`src/rtl/nnids_pkg.sv`:
```
`default_nettype none

package nnids_pkg;

  // Fixed widths of the stream fields and of the register port.
  localparam int PIX_W      = 16;
  localparam int CFG_W      = 11;
  localparam int APB_DATA_W = 32;
  localparam int APB_ADDR_W = 3;

  // Defaults of the top level parameters.
  localparam int DEST_WIDTH_DEF     = 76;
  localparam int DEST_HEIGHT_DEF    = 76;
  localparam int MAX_SOURCE_DIM_DEF = 1024;

  // Source dimensions below this are treated as this value.
  localparam int MIN_SOURCE_DIM = 10;

  // One source pixel feeds at most this many destination indices per axis.
  localparam int MAX_REPEAT = 8;
  localparam int REP_W      = $clog2(MAX_REPEAT + 1);

  localparam logic [CFG_W-1:0] SOURCE_DIM_RESET = CFG_W'(76);

  typedef enum logic [0:0] {
    REG_SOURCE_WIDTH  = 1'b0,
    REG_SOURCE_HEIGHT = 1'b1
  } reg_idx_e;

  typedef enum logic [2:0] {
    S_IDLE,
    S_WRAP,
    S_YSCAN,
    S_XSCAN,
    S_EMIT
  } state_e;

  // Commands from the controller to the datapath.
  typedef struct packed {
    logic latch;    // capture the incoming pixel
    logic wrap;     // fold position counters into the frame, start a row at column 0
    logic scan_x;   // shared compare unit works on the column axis
    logic y_adv;    // cover one more destination row
    logic x_adv;    // cover one more destination column
    logic emit;     // load one write into the output register
    logic advance;  // step to the next source position
  } dp_cmd_t;

  // Status from the datapath to the controller.
  typedef struct packed {
    logic row_start;  // the current pixel opens a source row
    logic hit;        // the next pending destination index maps here
    logic none;       // the current pixel produces no write
    logic last;       // the write being loaded is the final one
    logic out_free;   // the output register can take a write
  } dp_sts_t;

endpackage

`default_nettype wire

```
`src/rtl/nnids_regs.sv`:
```
`default_nettype none

module nnids_regs
  import nnids_pkg::*;
#(
  parameter int MAX_SOURCE_DIM = MAX_SOURCE_DIM_DEF
) (
  input  wire logic                  clk_i,
  input  wire logic                  rst_ni,
  input  wire logic                  psel,
  input  wire logic                  penable,
  input  wire logic                  pwrite,
  input  wire logic [APB_ADDR_W-1:0] paddr,
  input  wire logic [APB_DATA_W-1:0] pwdata,
  output logic      [APB_DATA_W-1:0] prdata,
  output logic                       pready,
  output logic      [((CFG_W > $clog2(MAX_SOURCE_DIM) + 1) ? CFG_W
                      : $clog2(MAX_SOURCE_DIM) + 1)-1:0] width_o,
  output logic      [((CFG_W > $clog2(MAX_SOURCE_DIM) + 1) ? CFG_W
                      : $clog2(MAX_SOURCE_DIM) + 1)-1:0] height_o
);

  localparam int CW    = $clog2(MAX_SOURCE_DIM);
  localparam int DIM_W = (CFG_W > CW + 1) ? CFG_W : CW + 1;

  logic [CFG_W-1:0] width_q, height_q;
  reg_idx_e         idx;
  logic             wr_en;

  assign idx    = reg_idx_e'(paddr[APB_ADDR_W-1:2]);
  assign wr_en  = psel && penable && pwrite;
  assign pready = 1'b1;

  always_ff @(posedge clk_i or negedge rst_ni) begin
    if (!rst_ni) begin
      width_q  <= SOURCE_DIM_RESET;
      height_q <= SOURCE_DIM_RESET;
    end else if (wr_en) begin
      case (idx)
        REG_SOURCE_WIDTH:  width_q  <= pwdata[CFG_W-1:0];
        REG_SOURCE_HEIGHT: height_q <= pwdata[CFG_W-1:0];
        default: ;
      endcase
    end
  end

  always_comb begin
    case (idx)
      REG_SOURCE_WIDTH:  prdata = APB_DATA_W'(width_q);
      REG_SOURCE_HEIGHT: prdata = APB_DATA_W'(height_q);
      default:           prdata = '0;
    endcase
  end

  function automatic logic [DIM_W-1:0] clamp_dim(input logic [CFG_W-1:0] v);
    logic [DIM_W-1:0] ext;
    ext = DIM_W'(v);
    if (ext < DIM_W'(MIN_SOURCE_DIM)) begin
      return DIM_W'(MIN_SOURCE_DIM);
    end else if (ext > DIM_W'(MAX_SOURCE_DIM)) begin
      return DIM_W'(MAX_SOURCE_DIM);
    end
    return ext;
  endfunction

  assign width_o  = clamp_dim(width_q);
  assign height_o = clamp_dim(height_q);

endmodule

`default_nettype wire

```
`src/rtl/nnids_ctrl.sv`:
```
`default_nettype none

module nnids_ctrl
  import nnids_pkg::*;
(
  input  wire logic    clk_i,
  input  wire logic    rst_ni,
  input  wire logic    in_valid_i,
  output logic         in_stall_o,
  input  wire dp_sts_t sts_i,
  output dp_cmd_t      cmd_o
);

  state_e state_q, state_d;

  always_ff @(posedge clk_i or negedge rst_ni) begin
    if (!rst_ni) begin
      state_q <= S_IDLE;
    end else begin
      state_q <= state_d;
    end
  end

  always_comb begin
    state_d    = state_q;
    cmd_o      = '0;
    in_stall_o = 1'b1;
    case (state_q)
      S_IDLE: begin
        in_stall_o = 1'b0;
        if (in_valid_i) begin
          cmd_o.latch = 1'b1;
          state_d     = S_WRAP;
        end
      end
      S_WRAP: begin
        cmd_o.wrap = 1'b1;
        state_d    = sts_i.row_start ? S_YSCAN : S_XSCAN;
      end
      S_YSCAN: begin
        if (sts_i.hit) begin
          cmd_o.y_adv = 1'b1;
        end else begin
          state_d = S_XSCAN;
        end
      end
      S_XSCAN: begin
        cmd_o.scan_x = 1'b1;
        if (sts_i.hit) begin
          cmd_o.x_adv = 1'b1;
        end else if (sts_i.none) begin
          cmd_o.advance = 1'b1;
          state_d       = S_IDLE;
        end else begin
          state_d = S_EMIT;
        end
      end
      S_EMIT: begin
        if (sts_i.out_free) begin
          cmd_o.emit = 1'b1;
          if (sts_i.last) begin
            cmd_o.advance = 1'b1;
            state_d       = S_IDLE;
          end
        end
      end
      default: state_d = S_IDLE;
    endcase
  end

endmodule

`default_nettype wire

```
`src/rtl/nnids_dp.sv`:
```
`default_nettype none

module nnids_dp
  import nnids_pkg::*;
#(
  parameter int DEST_WIDTH     = DEST_WIDTH_DEF,
  parameter int DEST_HEIGHT    = DEST_HEIGHT_DEF,
  parameter int MAX_SOURCE_DIM = MAX_SOURCE_DIM_DEF
) (
  input  wire logic             clk_i,
  input  wire logic             rst_ni,
  input  wire dp_cmd_t          cmd_i,
  output dp_sts_t               sts_o,
  input  wire logic [((CFG_W > $clog2(MAX_SOURCE_DIM) + 1) ? CFG_W
                      : $clog2(MAX_SOURCE_DIM) + 1)-1:0] width_i,
  input  wire logic [((CFG_W > $clog2(MAX_SOURCE_DIM) + 1) ? CFG_W
                      : $clog2(MAX_SOURCE_DIM) + 1)-1:0] height_i,
  input  wire logic [PIX_W-1:0] pixel_i,
  input  wire logic             out_stall_i,
  output logic                  out_valid_o,
  output logic [((DEST_WIDTH > 1) ? $clog2(DEST_WIDTH) : 1)-1:0]   dest_x_o,
  output logic [((DEST_HEIGHT > 1) ? $clog2(DEST_HEIGHT) : 1)-1:0] dest_y_o,
  output logic [PIX_W-1:0]      color_o,
  output logic                  run_end_o
);

  localparam int CW    = $clog2(MAX_SOURCE_DIM);
  localparam int DIM_W = (CFG_W > CW + 1) ? CFG_W : CW + 1;
  localparam int XW    = (DEST_WIDTH > 1) ? $clog2(DEST_WIDTH) : 1;
  localparam int YW    = (DEST_HEIGHT > 1) ? $clog2(DEST_HEIGHT) : 1;
  localparam int NXW   = $clog2(DEST_WIDTH + 1);
  localparam int NYW   = $clog2(DEST_HEIGHT + 1);
  localparam int IW    = (NXW > NYW) ? NXW : NYW;
  localparam int PW    = IW + DIM_W;

  // Source position and destination coverage.
  logic [CW-1:0]    src_col_q, src_row_q;
  logic [NXW-1:0]   next_col_q, x_first_q;
  logic [NYW-1:0]   next_row_q, row_first_q;
  logic [REP_W-1:0] row_cnt_q, x_cnt_q, xi_q, yi_q;
  logic             out_valid_q;

  logic [PIX_W-1:0] pixel_q;

  // Folding the position into the current frame size.
  logic          col_ge, row_ge;
  logic [CW:0]   row_a;
  logic [CW-1:0] col_w, row_w;
  logic [NYW-1:0] next_row_w;

  assign col_ge     = DIM_W'(src_col_q) >= width_i;
  assign row_a      = (CW + 1)'(src_row_q) + (CW + 1)'(col_ge);
  assign row_ge     = DIM_W'(row_a) >= height_i;
  assign col_w      = col_ge ? '0 : src_col_q;
  assign row_w      = row_ge ? '0 : row_a[CW-1:0];
  assign next_row_w = row_ge ? '0 : next_row_q;

  // Shared mapping test: index*size < (position+1)*DEST, which is the same
  // as floor(index*size/DEST) <= position.
  logic [IW-1:0]    sc_idx;
  logic [DIM_W-1:0] sc_size;
  logic [CW:0]      sc_pos_p1;
  logic [PW-1:0]    sc_prod, sc_lim;
  logic [REP_W-1:0] sc_cnt;
  logic             sc_room;

  always_comb begin
    if (cmd_i.scan_x) begin
      sc_idx    = IW'(next_col_q);
      sc_size   = width_i;
      sc_pos_p1 = (CW + 1)'(src_col_q) + (CW + 1)'(1);
      sc_lim    = PW'(sc_pos_p1) * PW'(DEST_WIDTH);
      sc_cnt    = x_cnt_q;
      sc_room   = IW'(next_col_q) < IW'(DEST_WIDTH);
    end else begin
      sc_idx    = IW'(next_row_q);
      sc_size   = height_i;
      sc_pos_p1 = (CW + 1)'(src_row_q) + (CW + 1)'(1);
      sc_lim    = PW'(sc_pos_p1) * PW'(DEST_HEIGHT);
      sc_cnt    = row_cnt_q;
      sc_room   = IW'(next_row_q) < IW'(DEST_HEIGHT);
    end
    sc_prod = PW'(sc_idx) * PW'(sc_size);
  end

  logic          xi_end, yi_end;
  logic [CW:0]   col_p1, row_p1;
  logic [NXW:0]  dx_sum;
  logic [NYW:0]  dy_sum;

  assign xi_end = xi_q == (x_cnt_q - REP_W'(1));
  assign yi_end = yi_q == (row_cnt_q - REP_W'(1));
  assign col_p1 = (CW + 1)'(src_col_q) + (CW + 1)'(1);
  assign row_p1 = (CW + 1)'(src_row_q) + (CW + 1)'(1);
  assign dx_sum = (NXW + 1)'(x_first_q) + (NXW + 1)'(xi_q);
  assign dy_sum = (NYW + 1)'(row_first_q) + (NYW + 1)'(yi_q);

  assign sts_o.row_start = col_w == '0;
  assign sts_o.hit       = (sc_cnt < REP_W'(MAX_REPEAT)) && sc_room && (sc_prod < sc_lim);
  assign sts_o.none      = (row_cnt_q == '0) || (x_cnt_q == '0);
  assign sts_o.last      = xi_end && yi_end;
  assign sts_o.out_free  = !out_valid_q || !out_stall_i;

  always_ff @(posedge clk_i or negedge rst_ni) begin
    if (!rst_ni) begin
      src_col_q   <= '0;
      src_row_q   <= '0;
      next_col_q  <= '0;
      next_row_q  <= '0;
      row_first_q <= '0;
      row_cnt_q   <= '0;
      x_first_q   <= '0;
      x_cnt_q     <= '0;
      xi_q        <= '0;
      yi_q        <= '0;
      out_valid_q <= 1'b0;
    end else begin
      if (cmd_i.wrap) begin
        src_col_q  <= col_w;
        src_row_q  <= row_w;
        next_row_q <= next_row_w;
        if (col_w == '0) begin
          row_first_q <= next_row_w;
          row_cnt_q   <= '0;
          next_col_q  <= '0;
          x_first_q   <= '0;
        end else begin
          x_first_q <= next_col_q;
        end
        x_cnt_q <= '0;
        xi_q    <= '0;
        yi_q    <= '0;
      end
      if (cmd_i.y_adv) begin
        next_row_q <= next_row_q + NYW'(1);
        row_cnt_q  <= row_cnt_q + REP_W'(1);
      end
      if (cmd_i.x_adv) begin
        next_col_q <= next_col_q + NXW'(1);
        x_cnt_q    <= x_cnt_q + REP_W'(1);
      end
      if (cmd_i.emit) begin
        if (xi_end) begin
          xi_q <= '0;
          yi_q <= yi_q + REP_W'(1);
        end else begin
          xi_q <= xi_q + REP_W'(1);
        end
      end
      if (cmd_i.advance) begin
        if (DIM_W'(col_p1) >= width_i) begin
          src_col_q <= '0;
          if (DIM_W'(row_p1) >= height_i) begin
            src_row_q  <= '0;
            next_row_q <= '0;
          end else begin
            src_row_q <= row_p1[CW-1:0];
          end
        end else begin
          src_col_q <= col_p1[CW-1:0];
        end
      end
      if (cmd_i.emit) begin
        out_valid_q <= 1'b1;
      end else if (!out_stall_i) begin
        out_valid_q <= 1'b0;
      end
    end
  end

  always_ff @(posedge clk_i) begin
    if (cmd_i.latch) begin
      pixel_q <= pixel_i;
    end
    if (cmd_i.emit) begin
      dest_x_o  <= dx_sum[XW-1:0];
      dest_y_o  <= dy_sum[YW-1:0];
      color_o   <= pixel_q;
      run_end_o <= xi_end && yi_end;
    end
  end

  assign out_valid_o = out_valid_q;

endmodule

`default_nettype wire

```
`src/rtl/nearest_neighbor_image_downscale.sv`:
```
`default_nettype none

// Channel   Direction  Handshake              Payload
// input     in         in_valid_i/in_stall_o    pixel_i
// output    out        out_valid_o/out_stall_i  dest_x_o, dest_y_o, color_o, run_end_o
// config    in         psel/penable/pready      paddr, pwdata, pwrite, prdata
//
// One source pixel is taken only while idle; it then passes a wrap step, a row scan at
// a row start, a column scan and its N writes before the input opens again, where N,
// the writes it produces, is 0 to 64 (destination rows times columns covered). The
// shared index-times-size compare unit steps one destination index per cycle.
// Reset clears the position counters and destination tracking; no clearing pass.
// A stall on the output holds the write in the output register and pauses the run.
module nearest_neighbor_image_downscale
  import nnids_pkg::*;
#(
  parameter int DEST_WIDTH     = DEST_WIDTH_DEF,
  parameter int DEST_HEIGHT    = DEST_HEIGHT_DEF,
  parameter int MAX_SOURCE_DIM = MAX_SOURCE_DIM_DEF
) (
  input  wire logic                  clk_i,
  input  wire logic                  rst_ni,
  input  wire logic                  in_valid_i,
  output logic                       in_stall_o,
  input  wire logic [PIX_W-1:0]      pixel_i,
  output logic                       out_valid_o,
  input  wire logic                  out_stall_i,
  output logic [((DEST_WIDTH > 1) ? $clog2(DEST_WIDTH) : 1)-1:0]   dest_x_o,
  output logic [((DEST_HEIGHT > 1) ? $clog2(DEST_HEIGHT) : 1)-1:0] dest_y_o,
  output logic [PIX_W-1:0]           color_o,
  output logic                       run_end_o,
  input  wire logic                  psel,
  input  wire logic                  penable,
  input  wire logic                  pwrite,
  input  wire logic [APB_ADDR_W-1:0] paddr,
  input  wire logic [APB_DATA_W-1:0] pwdata,
  output logic      [APB_DATA_W-1:0] prdata,
  output logic                       pready
);

  localparam int CW    = $clog2(MAX_SOURCE_DIM);
  localparam int DIM_W = (CFG_W > CW + 1) ? CFG_W : CW + 1;

  logic [DIM_W-1:0] width, height;
  dp_cmd_t          cmd;
  dp_sts_t          sts;

  nnids_regs #(
    .MAX_SOURCE_DIM(MAX_SOURCE_DIM)
  ) u_regs (
    .clk_i   (clk_i),
    .rst_ni  (rst_ni),
    .psel    (psel),
    .penable (penable),
    .pwrite  (pwrite),
    .paddr   (paddr),
    .pwdata  (pwdata),
    .prdata  (prdata),
    .pready  (pready),
    .width_o (width),
    .height_o(height)
  );

  nnids_ctrl u_ctrl (
    .clk_i     (clk_i),
    .rst_ni    (rst_ni),
    .in_valid_i(in_valid_i),
    .in_stall_o(in_stall_o),
    .sts_i     (sts),
    .cmd_o     (cmd)
  );

  nnids_dp #(
    .DEST_WIDTH    (DEST_WIDTH),
    .DEST_HEIGHT   (DEST_HEIGHT),
    .MAX_SOURCE_DIM(MAX_SOURCE_DIM)
  ) u_dp (
    .clk_i      (clk_i),
    .rst_ni     (rst_ni),
    .cmd_i      (cmd),
    .sts_o      (sts),
    .width_i    (width),
    .height_i   (height),
    .pixel_i    (pixel_i),
    .out_stall_i(out_stall_i),
    .out_valid_o(out_valid_o),
    .dest_x_o   (dest_x_o),
    .dest_y_o   (dest_y_o),
    .color_o    (color_o),
    .run_end_o  (run_end_o)
  );

endmodule

`default_nettype wire

```
`config.mk`:
```
export PLATFORM = sky130hd
export DESIGN_NAME = nearest_neighbor_image_downscale
export DESIGN_NICKNAME = d
export VERILOG_FILES = /design/src/rtl/nnids_pkg.sv /design/src/rtl/nnids_regs.sv /design/src/rtl/nnids_ctrl.sv /design/src/rtl/nnids_dp.sv /design/src/rtl/nearest_neighbor_image_downscale.sv
export SDC_FILE = /design/constraint.sdc
export NUM_CORES = 1
export LEC_CHECK = 0
export BUFFER_PORTS_ARGS = -buffer_cell sky130_fd_sc_hd__buf_2
export CELL_PAD_IN_SITES_DETAIL_PLACEMENT = 0
export CELL_PAD_IN_SITES_GLOBAL_PLACEMENT = 1
export CORE_ASPECT_RATIO = 1.1
export CORE_MARGIN = 2
export CORE_UTILIZATION = 35
export DETAILED_ROUTE_END_ITERATION = 6
export PLACE_DENSITY = 0.63
export SLEW_MARGIN = 15
export SYNTH_ARGS = -nofsm -noshare
export SYNTH_HDL_FRONTEND = slang
export SYNTH_SLANG_ARGS = --single-unit
```
`constraint.sdc`:
```
create_clock -name clk_i -period 19.88 [get_ports clk_i]
set_input_delay 1.988 -clock clk_i [delete_from_list [all_inputs] [get_ports clk_i]]
set_output_delay 1.988 -clock clk_i [all_outputs]
set_load 0.1 [all_outputs]
```
==> results of run 1 <==
==> state kept, by name (all words and copies together) (netlist names) <==
name / count
u_dp.color_o: 16
u_dp.pixel_q: 16
u_regs.height_q: 11
u_regs.width_q: 11
u_dp.src_col_q: 10
u_dp.src_row_q: 10
u_dp.dest_x_o: 7
u_dp.dest_y_o: 7
u_dp.next_col_q: 7
u_dp.next_row_q: 7
u_dp.row_first_q: 7
u_dp.x_first_q: 7
u_dp.row_cnt_q: 4
u_dp.x_cnt_q: 4
u_dp.xi_q: 4
u_dp.yi_q: 4
u_ctrl.state_q: 3
u_dp.out_valid_o: 1
u_dp.run_end_o: 1
==> cell type report <==
class                   count  area, µm²  share of cell area
flip-flops and latches    137       3670               0.256
multi-input cells        1053       8400               0.586
clock buffers              17        425              0.0297
repair buffers             91        490              0.0342
clock inverters            15        198              0.0138
well taps                 487        609              0.0425
inverters                 145        544              0.0380
==> metal layers <==
layer	track usage	share of wire	vias up
li1	-	-	4894
met1	0.237	0.47	4812
met2	0.305	0.48	142
met3	0.0228	0.024	33
met4	0.0590	0.025	0
met5	0	0	-
==> metrics by stage <==
step           hold WS (ps)  instance area (µm²)  total power [W]  cells  utilization
4_1_cts                 419                14300          0.00233   1945        0.396
6_report                418                14300          0.00231   1945        0.396
3_3_place_gp            400                13700          0.00196   1913        0.379
2_1_floorplan           400                12900          0.00159   1393            -
5_1_grt                 427                14300          0.00254   1945        0.396
3_5_place_dp            405                13700          0.00198   1913        0.379
==> worst max-delay path by stage <==
stage / endpoint / from / slack (ps) / cells after the start
final: u_dp.next_row_q[1] / u_regs.width_q[7] / 10690 / 30
after global routing: u_dp.next_row_q[1] / u_regs.width_q[7] / 10100 / 30
after CTS: u_dp.next_row_q[1] / u_regs.width_q[7] / 10620 / 30
after detailed placement: u_dp.next_row_q[1] / u_regs.width_q[7] / 10670 / 30
after global placement: u_dp.src_col_q[3] / u_regs.width_q[7] / 10790 / 30
after floorplan: u_dp.src_col_q[3] / u_regs.width_q[4] / 12190 / 28
==> power breakdown <==
group	switching [W]	internal, W
clock network	0.000148	0.000193
registers	0.0000836	0.000354
logic	0.000951	0.000578
total	0.00118	0.00112
==> cells in the final DEF (no fill, tap or decap), types with 10 or more instances in the layout <==
master,count
sky130_fd_sc_hd__o21a_1,13
sky130_fd_sc_hd__ha_1,167
sky130_fd_sc_hd__mux2i_1,14
sky130_fd_sc_hd__dfrtp_1,84
sky130_fd_sc_hd__and3_1,11
sky130_fd_sc_hd__a211oi_1,18
sky130_fd_sc_hd__conb_1,22
sky130_fd_sc_hd__nand2_1,104
sky130_fd_sc_hd__xor2_1,34
sky130_fd_sc_hd__a21o_1,19
sky130_fd_sc_hd__buf_4,14
sky130_fd_sc_hd__buf_2,77
sky130_fd_sc_hd__nor2b_1,14
sky130_fd_sc_hd__a22o_1,10
sky130_fd_sc_hd__nor3_1,26
sky130_fd_sc_hd__clkbuf_16,17
sky130_fd_sc_hd__xnor2_1,45
sky130_fd_sc_hd__mux2_2,45
sky130_fd_sc_hd__inv_1,145
sky130_fd_sc_hd__nor2_1,111
sky130_fd_sc_hd__nand2b_1,23
sky130_fd_sc_hd__o21ai_0,63
sky130_fd_sc_hd__a21oi_1,72
sky130_fd_sc_hd__edfxtp_1,47
sky130_fd_sc_hd__fa_1,60
sky130_fd_sc_hd__a211o_1,12
sky130_fd_sc_hd__nand3_1,47
==> kinds of logic (layout without fill, tap and decap cells) <==
logic type / Yosys count / in the layout / share of synthesized area
AND/OR/NAND/NOR: 396 / 396 / 0.147
AO/OA/AOI/OAI: 270 / 270 / 0.139
adder cells (fa/ha/maj): 227 / 227 / 0.256
buffers and inverters: 203 / 268 / 0.0676
flip-flops: 137 / 137 / 0.286
XOR/XNOR: 79 / 79 / 0.0538
multiplexers: 59 / 59 / 0.0503
other: 2 / 22 / 0.000584
==> results, run 1 <==
- The launching point of the worst reg2reg path is u_regs.width_q[7].
- Once detail routing completed, the nets flagged for antenna violations numbered 0.
- For this run, the register share of the synthesized area comes to 0.286.
- The worst setup timing slack at the placement stage is 10670 ps.
- The setup clock skew after layout is 24.6 ps.
- The family with the most delay on the worst path is compound AO/OA/AOI/OAI gates.
- The number of hold-slack violations in the final timing report is 0.
- Among the stages of the critical path, the cell type that occurs most often is sky130_fd_sc_hd__fa_1.
- The longest clock path from root to sink contains 2 buffers.
- The biggest fanout along the worst timing path is 11.
- Power spread over the standard cell area amounts to 161 nW/µm².
- The later pin in the worst-skew pair is clocked with a latency of 440 ps.
- The setup violation total in the final timing report is 0.
- At the pin with the least slew margin, the transition time is 990 ps.
- The headroom to the max-slew limit is 0.321.
- The number of warnings reported in the yosys synthesis log is 0.
- In this run the critical register-to-register path is captured at u_dp.next_row_q[1].
- Yosys attributes the largest share of cell area to sky130_fd_sc_hd__dfrtp_1 16%, sky130_fd_sc_hd__ha_1 16%, sky130_fd_sc_hd__edfxtp_1 11%.
- Counting every instance in the synthesized netlist gives 1373.
- The tool flagged a number of max-cap violations equal to 0.
- The H-tree generated during clock tree synthesis spans 4 levels.
- The leading register cell type out of synthesis is sky130_fd_sc_hd__dfrtp_1.
- The count of different cell masters after synthesis is 73.
- The worst setup path is launched from a register.
- The number of buffer and inverter stages on the critical path is 3.
- The largest stage delay on the critical path is 610 ps.
- The cell with the most instances after synthesis is sky130_fd_sc_hd__ha_1.
- The synthesized area is 12900 µm².
- The pin count of the biggest net entering global routing is 62.
- The post-synthesis average cell area is 9.36 µm².
- At the worst endpoint, the arrival time is 9520 ps.
- Across the VDD grid, the largest voltage drop is 86.2 µV.
- The number of buffers added to fix hold violations after cts is 0.
- The first-pass iteration count of the detailed router is 6.
- The detailed router placed 9881 vias in this run.
- After legalization and detailed placement, the total HPWL measured 26.4 mm.
- The detailed-route DRC error count is 0.
- Compared with the post-synthesis result, the final layout area differs by 11.5%.
- The worst setup path is captured at a register.
- In this run, CTS created clock tree buffers numbering 17.
- The placement row count is 73.
- In this run the worst hold path is classified as reg2reg.
- Counting flops with a built-in enable in the synthesized netlist gives 47.
- The worst path setup slack after routing is 10690 ps.
- Setup repair after global routing left no endpoint under its margin.
- Across every metal layer, demand over resource in global routing totals 0.179.
- The cell accounting for the most synthesized area is sky130_fd_sc_hd__dfrtp_1.
- The flow ran to the end, and the final reports show no timing, DRC or antenna violations.
- The weighted congestion at the end of routability-driven global placement is 0.832.
- The worst hold path terminates at u_dp.color_o[10].
- The layout cell share with drive strength beyond 1 is 0.135.
- The initial antenna violation count is 0.
- The share of Yosys cell area claimed by the top area cell type is 0.163.
- CTS placed an instance of sky130_fd_sc_hd__clkbuf_16 at the clock tree root.
- The wire length per cell is 17.0 µm.
- After the first detailed-routing iteration, the DRC count stood at 527.
- The leakage component of the power is 6.90 nW.
- The via count of the first global-routing pass is 10000.
- The number of cells on the worst reg-to-reg path is 30.
- The cell with the biggest individual delay on the critical path is sky130_fd_sc_hd__a21boi_1.
- Fill cells in the final layout number 3687.
- The die area is 38300 µm².
- The critical path in this run is classified as reg2reg.
- The quantity of gates resized following cts is 0.
- Post-CTS timing repair inserted 0 buffers for setup.
- The number of top-level pins is 124.
- The aggregate global routing overflow is 0.
- Derived from the worst setup path, the maximum achievable clock frequency is 109 MHz.
- The total clock sinks is 137.
- After detailed routing, the total wire length is 33.0 mm.
- Port buffering added 78 buffers.
- After synthesis, the most frequently instantiated cells are 167 x sky130_fd_sc_hd__ha_1, 145 x sky130_fd_sc_hd__inv_1, 111 x sky130_fd_sc_hd__nor2_1, 104 x sky130_fd_sc_hd__nand2_1, 84 x sky130_fd_sc_hd__dfrtp_1.
- For this configuration, the core starts out at a cell density of 0.355.
- The number of cells traversed by the worst hold path is 0.
- The core region is 36200 µm².
- The required time at the endpoint of the critical path is 20200 ps.
- At the end of the flow, the number of nets in the layout was 1730.
- In this run the vertical extent of the chip is 205 µm.
- The flip-flop and latch count after synthesis is 137.
- The die is 187 µm wide.
- The clock tree from TritonCTS is done.
- The max-slew violation count was 0.
- The smallest clock period supported by the final layout is computed as 9190 ps.
- The startpoint of the lowest-slack hold path is u_dp.pixel_q[10].
- The wire length of the first global-routing pass is 54.7 mm.
- Clock-pin slew was measured on the worst setup and hold paths at 70 ps.
- The antenna cell count is 0.
- In the finished design, the share of the clock period the worst path needs comes to 0.463.
- The setup TNS is 0 ps.
- In the routed layout, each cell is associated on average with a via count of 5.08.
- The async set-reset flop share out of synthesis is 0.657.
- The minimum setup slack among reg-to-reg paths is 10690 ps.
No activity file was read; power rests on OpenSTA's default activity.
==> run 2: changes to the inputs <==
Clock period 19.88 ns to 9.5 ns, I/O delays scaled along.
==> run 2 against run 1 <==
Global-route usage decreased by 0.28 points. Critical endpoint unchanged. Maximum frequency increased by 5.4%. Count of clock-buffer cells in the layout unchanged. Largest power group unchanged. Cell count increased by 0.41%. Worst hold slack about the same. Clock skew decreased by 8.0 ps. Utilization increased by 0.055 points. Combinational power increased by 110%. Total power increased by 110%. Non-clock buffer count increased by 8. Flip-flop and latch count unchanged.
==> results, run 2 (synthesized netlist as in run 1, its figures left out) <==
- The run finished with clean final reports.
- 124 I/O pins were placed.
- Clock latency on the worst-skew pair, taken at its later pin, is 430 ps.
- For this design the ratio of total power to cell area is 334 nW/µm².
- The setup TNS is 0 ps.
- The total clock sinks is 137.
- In this run the worst path has a maximum fanout of 11.
- The worst setup path is captured at a register.
- The placed instances occupy a cell area of 13800 µm².
- For the worst setup path, the data required time is 9770 ps.
- The core region is 36200 µm².
- The number of hold-slack violations in the final timing report is 0.
- The die outline width is 187 µm.
- The critical path ends at u_dp.next_row_q[1].
- The initial standard-cell utilization of the core is 0.355.
- After floorplanning, the core was divided into 73 placement rows.
- The routed via count is 9866.
- The headroom to the max-slew limit is 0.340.
- The startpoint identified for the worst register-to-register timing path is u_regs.height_q[5].
- Clock-pin slew was measured on the worst setup and hold paths at 70 ps.
- The quantity of gates resized following cts is 0.
- The pin count of the biggest net entering global routing is 53.
- The launch point of the critical path is u_regs.height_q[5].
- The number of stages on the worst setup path is 28.
- The detailed router finished its first iteration with 576 violations.
- In this run the number of H-tree levels came out at 4.
- Once detailed placement completed, the half-perimeter wirelength came to 26.5 mm.
- The detailed-route DRC error count is 0.
- The setup clock skew after layout is 16.6 ps.
- In the final routed layout, each cell accounts on average for 16.7 µm.
- The fraction of power spent switching nets is 0.507.
- Summing all non-filler instances in the final layout gives an area of 14400 µm².
- The worst supply voltage drop on vdd is 183 µV.
- The layout cell share with drive strength beyond 1 is 0.140.
- The highest attainable clock frequency is 115 MHz.
- The most frequent standard cell in the layout excluding fill and tap cells is sky130_fd_sc_hd__ha_1.
- The number of cells on the worst reg-to-reg path is 28.
- The leakage component of the power is 6.92 nW.
- The clock tree from TritonCTS is done.
- Among all stages on the critical path, the largest delay is contributed by sky130_fd_sc_hd__a2111oi_2.
- During placement, the flow inserted port buffers numbering 78.
- The initial antenna violation count is 0.
- The first global-routing pass estimated 53.8 mm of wire.
- The via count of the first global-routing pass is 10000.
- The end-of-flow core utilization is 0.397.
- The net switching component of the power is 0.00243 W.
- The combinational cell fraction of total power is 0.671.
- After clock tree synthesis, the flow added hold-fix buffers numbering 0.
- OpenSTA, run right after detailed placement, puts the worst setup slack at 774 ps.
- The root buffer cell chosen for the clock tree is sky130_fd_sc_hd__clkbuf_16.
- The sequential group share of total power is 0.191.
- In this run the deepest clock path goes through 2 buffers.
- The internal portion of the total power is 0.00236 W.
- The total wirelength of the detailed-routed design is 32.5 mm.
- Relative to the synthesized area, the layout overhead comes to 11.6%.
- Setup repair after global routing left no endpoint under its margin.
- The clock group share of total power is 0.137.
- The dominant cell type by count on the critical path is sky130_fd_sc_hd__fa_1.
- Once the clock tree was built, the setup fixing pass inserted 0 buffers.
- The count of nets left with antenna violations once routing finished came out at 0.
- The capture point of the worst reg-to-reg path is u_dp.next_row_q[1].
- The final critical-path required period is 8720 ps.
- Counting the buffers created by CTS gives 17.
- After layout, the worst setup slack is 779 ps.
- The largest registers in the layout are u_dp.color_o x16, u_dp.pixel_q x16.
- The family with the most delay on the worst path is compound AO/OA/AOI/OAI gates.
- The ratio of final minimum period to clock period is 0.918.
- For the pin with the worst max-slew slack, the measured transition is 990 ps.
- Across every metal layer, demand over resource in global routing totals 0.177.
- The largest stage delay on the critical path is 640 ps.
- Dividing the detail-routed via count by the number of cells gives 5.05.
- Data arrives at the worst endpoint at 8990 ps.
- After global routing the overflow that remains totals 0.
- The die span in y is 205 µm.
- The class of the most critical hold timing path is reg2reg.
- The net count of the finished layout is 1738.
- The first-pass iteration count of the detailed router is 5.
- The setup path with the least slack is of type reg2reg.
- The die covers 38300 µm².
- The sum of internal, switching and leakage power is 0.00479 W.
- The number of fill cells is 3700.
- The weighted congestion at the end of routability-driven global placement is 0.814.
- The number of maximum-capacitance violations is 0.
- The max-slew violation count is 0.
- Setup slack on the worst reg-to-reg path comes out at 780 ps.
- The number of buffer and inverter stages on the critical path is 3.
- Leaving out fill and tap cells, the most frequent cells in the layout are 167 x sky130_fd_sc_hd__ha_1, 145 x sky130_fd_sc_hd__inv_1, 111 x sky130_fd_sc_hd__nor2_1, 104 x sky130_fd_sc_hd__nand2_1, 84 x sky130_fd_sc_hd__dfrtp_1.
- The antenna cell count is 0.
- STA classifies the critical path startpoint as a register.
- The setup violation total in the final timing report is 0.
## run 2: changes by cell type in the layout (fill, tap and decap cells not counted), sizes merged
cell	delta
bufinv	-1
inv	-1
clkinvlp	+2
buf	+8
## run 2: final cells by class
| type | count | area (µm²) | share of cell area |
|---|---|---|---|
| Clock buffer | 17 | 425 | 0.0296 |
| Tap cell | 487 | 609 | 0.0424 |
| Multi-Input combinational cell | 1053 | 8400 | 0.585 |
| Sequential cell | 137 | 3670 | 0.256 |
| Clock inverter | 15 | 158 | 0.0110 |
| Inverter | 145 | 544 | 0.0379 |
| Timing Repair Buffer | 99 | 551 | 0.0384 |
## run 2: metrics by stage
stage	cells	hold WS (ps)
after floorplan	1393	400
after global placement	1921	401
after detailed placement	1921	405
after CTS	1953	420
after global routing	1953	426
final	1953	418
## run 2: worst min path at each step
stage                       to  cells after the start  slack, ps            start
4_1_cts        u_dp.color_o[7]                      0        420  u_dp.pixel_q[7]
2_1_floorplan  u_dp.color_o[0]                      0        400  u_dp.pixel_q[0]
3_3_place_gp   u_dp.color_o[0]                      0        400  u_dp.pixel_q[0]
3_5_place_dp   u_dp.color_o[7]                      0        400  u_dp.pixel_q[7]
6_report       u_dp.color_o[1]                      0        420  u_dp.pixel_q[1]
5_1_grt        u_dp.color_o[7]                      0        430  u_dp.pixel_q[7]
## run 2: metal layers
layer | vias up | share of wire | GRT usage | routed length (µm)
met5 | - | 0 | 0 | 0
met4 | 0 | 0.019 | 0.0516 | 605
met3 | 32 | 0.025 | 0.0209 | 811
met2 | 144 | 0.48 | 0.305 | 15800
met1 | 4782 | 0.47 | 0.232 | 15400
li1 | 4908 | - | - | -
## run 2: power by group through the flow
stage | Clock [W] | Sequential, W | Combinational [W]
3_3_place_gp | 0 | 0.000926 | 0.00321
5_1_grt | 0.000699 | 0.000939 | 0.00367
4_1_cts | 0.000672 | 0.000917 | 0.00326
2_1_floorplan | 0 | 0.000860 | 0.00247
3_5_place_dp | 0 | 0.000928 | 0.00324
6_report | 0.000657 | 0.000917 | 0.00322
==> run 3: changes to the inputs <==
Settings changed: CORE_MARGIN 2 to 5.
==> run 3 against run 2 <==
Non-clock buffer count unchanged. Clock skew is 1.9 ps higher. Setup slack worse by 160 ps. Critical path type unchanged. Critical path depth did not move.
==> results, run 3 (synthesized netlist as in run 1, its figures left out) <==
- The flow ran to the end, and the final reports show no timing, DRC or antenna violations.
- The leakage component of the power is 6.95 nW.
- The largest registers in the layout are u_dp.color_o x16, u_dp.pixel_q x16.
- Summed over all nets, the half-perimeter wirelength after detailed placement is 27.1 mm.
- The number of top-level pins is 124.
- The setup TNS is 0 ps.
- The number of design-rule violations left by the first detailed-router iteration is 473.
- From synthesis to final layout, the design area changed by 12.1%.
- Data on the critical path is required at its endpoint by 9770 ps.
- The worst-margin pin slew is 864 ps.
- For this run, the top clock speed supported by timing is 113 MHz.
- The number of fill cells is 3697.
- The die area is 40700 µm².
- The die span in y is 211 µm.
- In the final layout, the share of cells above drive strength 1 is 0.140.
- The total global routing track utilization is 0.167.
- The root buffer cell chosen for the clock tree is sky130_fd_sc_hd__clkbuf_16.
- TritonCTS built the clock tree.
- The wire length per cell is 17.1 µm.
- The family with the most delay on the worst path is compound AO/OA/AOI/OAI gates.
- TritonCTS created 17 clock buffers.
- The max-slew violation count came to 0.
- Setup repair after global routing left no endpoint under its margin.
- The critical path is of the reg2reg type.
- Measured against its own limit, the worst slew margin works out to 0.423.
- For this design the ratio of total power to cell area is 341 nW/µm².
- The via density per instance is 5.05.
- Entering global routing, the biggest net connects 57 pins.
- The final critical-path required period is 8880 ps.
- The cell with the biggest individual delay on the critical path is sky130_fd_sc_hd__a2111oi_2.
- For this block, the routed nets add up to 33.5 mm of wire.
- The weighted congestion at the end of routability-driven global placement is 0.811.
- The setup violation total in the final timing report is 0.
- Gates resized during post-CTS repair numbered 0.
- For this run, design rule violations remaining after detail routing come to 0.
- The worst slack on hold paths is 422 ps.
- Across the whole layout, storage elements account for 3670 µm².
- The data arrival time of the worst path is 9150 ps.
- The setup clock skew after layout is 18.5 ps.
- The class of the most critical hold timing path is reg2reg.
- The wire length of the first global-routing pass is 54.1 mm.
- The biggest fanout along the worst timing path is 11.
- The routed via count is 9870.
- For the worst-skew pair, the clock arrives at the later sink with an insertion delay of 440 ps.
- The count of H-tree levels built during CTS is 4.
- The internal portion of the total power is 0.00243 W.
- Dividing the final minimum period by the clock period gives 0.934.
- For this design the total switching power over the nets is 0.00248 W.
- Counting stages on the worst path, the most repeated cell is sky130_fd_sc_hd__fa_1.
- Max-cap violations in this run came to 0.
- The most frequent standard cell in the layout excluding fill and tap cells is sky130_fd_sc_hd__ha_1.
- The final net count is 1738.
- Summing all multi-input logic gate instances after layout gives 8400 µm².
- The initial antenna violation count was 0.
- The fraction of power spent switching nets is 0.505.
- The worst setup path is captured at a register.
- The number of port buffers is 78.
- The die outline width is 193 µm.
- The number of hold-slack violations in the final timing report was 0.
- The share of total power dissipated in sequential elements is 0.186.
- The clock edge transition at the registers on the reported setup and hold paths is 70 ps.
- Buffers added to address setup during post-CTS repair amount to 0.
- The aggregate global routing overflow is 0.
- For this run, the slowest stage of the critical path takes 600 ps.
- The floorplan core area is 36300 µm².
- In this run the core area contains 73 standard-cell rows.
- The count of antenna-violating nets left after detailed routing is 0.
- Counting both buffers and inverters, the worst setup path holds a total of 3.
- The worst supply voltage drop on vdd is 188 µV.
- The share of total power dissipated in combinational logic is 0.665.
- The clock group share of total power is 0.149.
- After clock tree synthesis, the flow added hold-fix buffers numbering 0.
- The via count of the first global-routing pass is 10100.
- STA classifies the critical path startpoint as a register.
- For this configuration, the core starts out at a cell density of 0.355.
- The first TritonRoute pass finished after 5 iterations.
- The total clock sinks is 137.
- 0 antenna diodes ended up in the layout.
- In this run the deepest clock path goes through 2 buffers.
- In the layout the commonest cells are 167 x sky130_fd_sc_hd__ha_1, 145 x sky130_fd_sc_hd__inv_1, 111 x sky130_fd_sc_hd__nor2_1, 104 x sky130_fd_sc_hd__nand2_1, 84 x sky130_fd_sc_hd__dfrtp_1.
==> run 3: cell count changes in the layout (fill, tap and decap cells not counted), moves of 2 or more <==
cell,previous run,this run
sky130_fd_sc_hd__bufinv_16,1,3
sky130_fd_sc_hd__clkinv_8,0,2
sky130_fd_sc_hd__clkinvlp_4,3,0
sky130_fd_sc_hd__inv_6,3,5
==> run 3: power by group through the flow <==
stage	clock network, W	logic [W]	registers, W
after floorplan	0	0.00247	0.000860
after global placement	0	0.00323	0.000924
after detailed placement	0	0.00328	0.000925
after CTS	0.000745	0.00330	0.000915
after global routing	0.000769	0.00369	0.000934
final	0.000730	0.00326	0.000915
==> run 3: final cells by class <==
| type | count | area share |
|---|---|---|
| flip-flops and latches | 137 | 0.255 |
| multi-input cells | 1053 | 0.582 |
| clock inverters | 15 | 0.0153 |
| repair buffers | 99 | 0.0382 |
| inverters | 145 | 0.0378 |
| well taps | 487 | 0.0423 |
| clock buffers | 17 | 0.0295 |
==> run 3: per-layer routing <==
layer | track usage | wire, µm | vias to the layer above
met2 | 0.290 | 16500 | 125
met5 | 0 | 0 | -
met1 | 0.217 | 15400 | 4786
li1 | - | - | 4925
met3 | 0.0208 | 900 | 34
met4 | 0.0477 | 728 | 0
==> run 3: worst paths after layout <==
kind | start | to | slack, ps | cells past startpoint
min | u_dp.pixel_q[5] | u_dp.color_o[5] | 420 | 0
max | u_regs.width_q[4] | u_dp.next_row_q[1] | 620 | 28
min reg2reg | u_dp.pixel_q[5] | u_dp.color_o[5] | 420 | 0
min in group asynchronous | rst_ni | u_dp.row_first_q[5] | 480 | 1
max in group asynchronous | rst_ni | u_dp.src_col_q[8] | 7870 | 2
max reg2reg | u_regs.width_q[4] | u_dp.next_row_q[1] | 620 | 28
==> run 3: stage by stage <==
stage               instances  power, W   util  setup WS (ps)  cell area (µm²)
global placement         1921   0.00416  0.380            746            13800
global route             1953   0.00539  0.398           32.6            14400
floorplan                1393   0.00333      -           1810            12900
detailed placement       1921   0.00421  0.380            641            13800
CTS                      1953   0.00496  0.398            583            14400
finish                   1953   0.00491  0.398            623            14400
==> run 3: worst reg2reg max path: cells and delay by family, from the launching register on <==
kind,cells,cell delay (ps)
AO/OA/AOI/OAI,12,3010
adder cells (fa/ha/maj),6,2710
AND/OR/NAND/NOR,6,1990
flip-flops,1,430
multiplexers,1,410
buffers and inverters,3,160
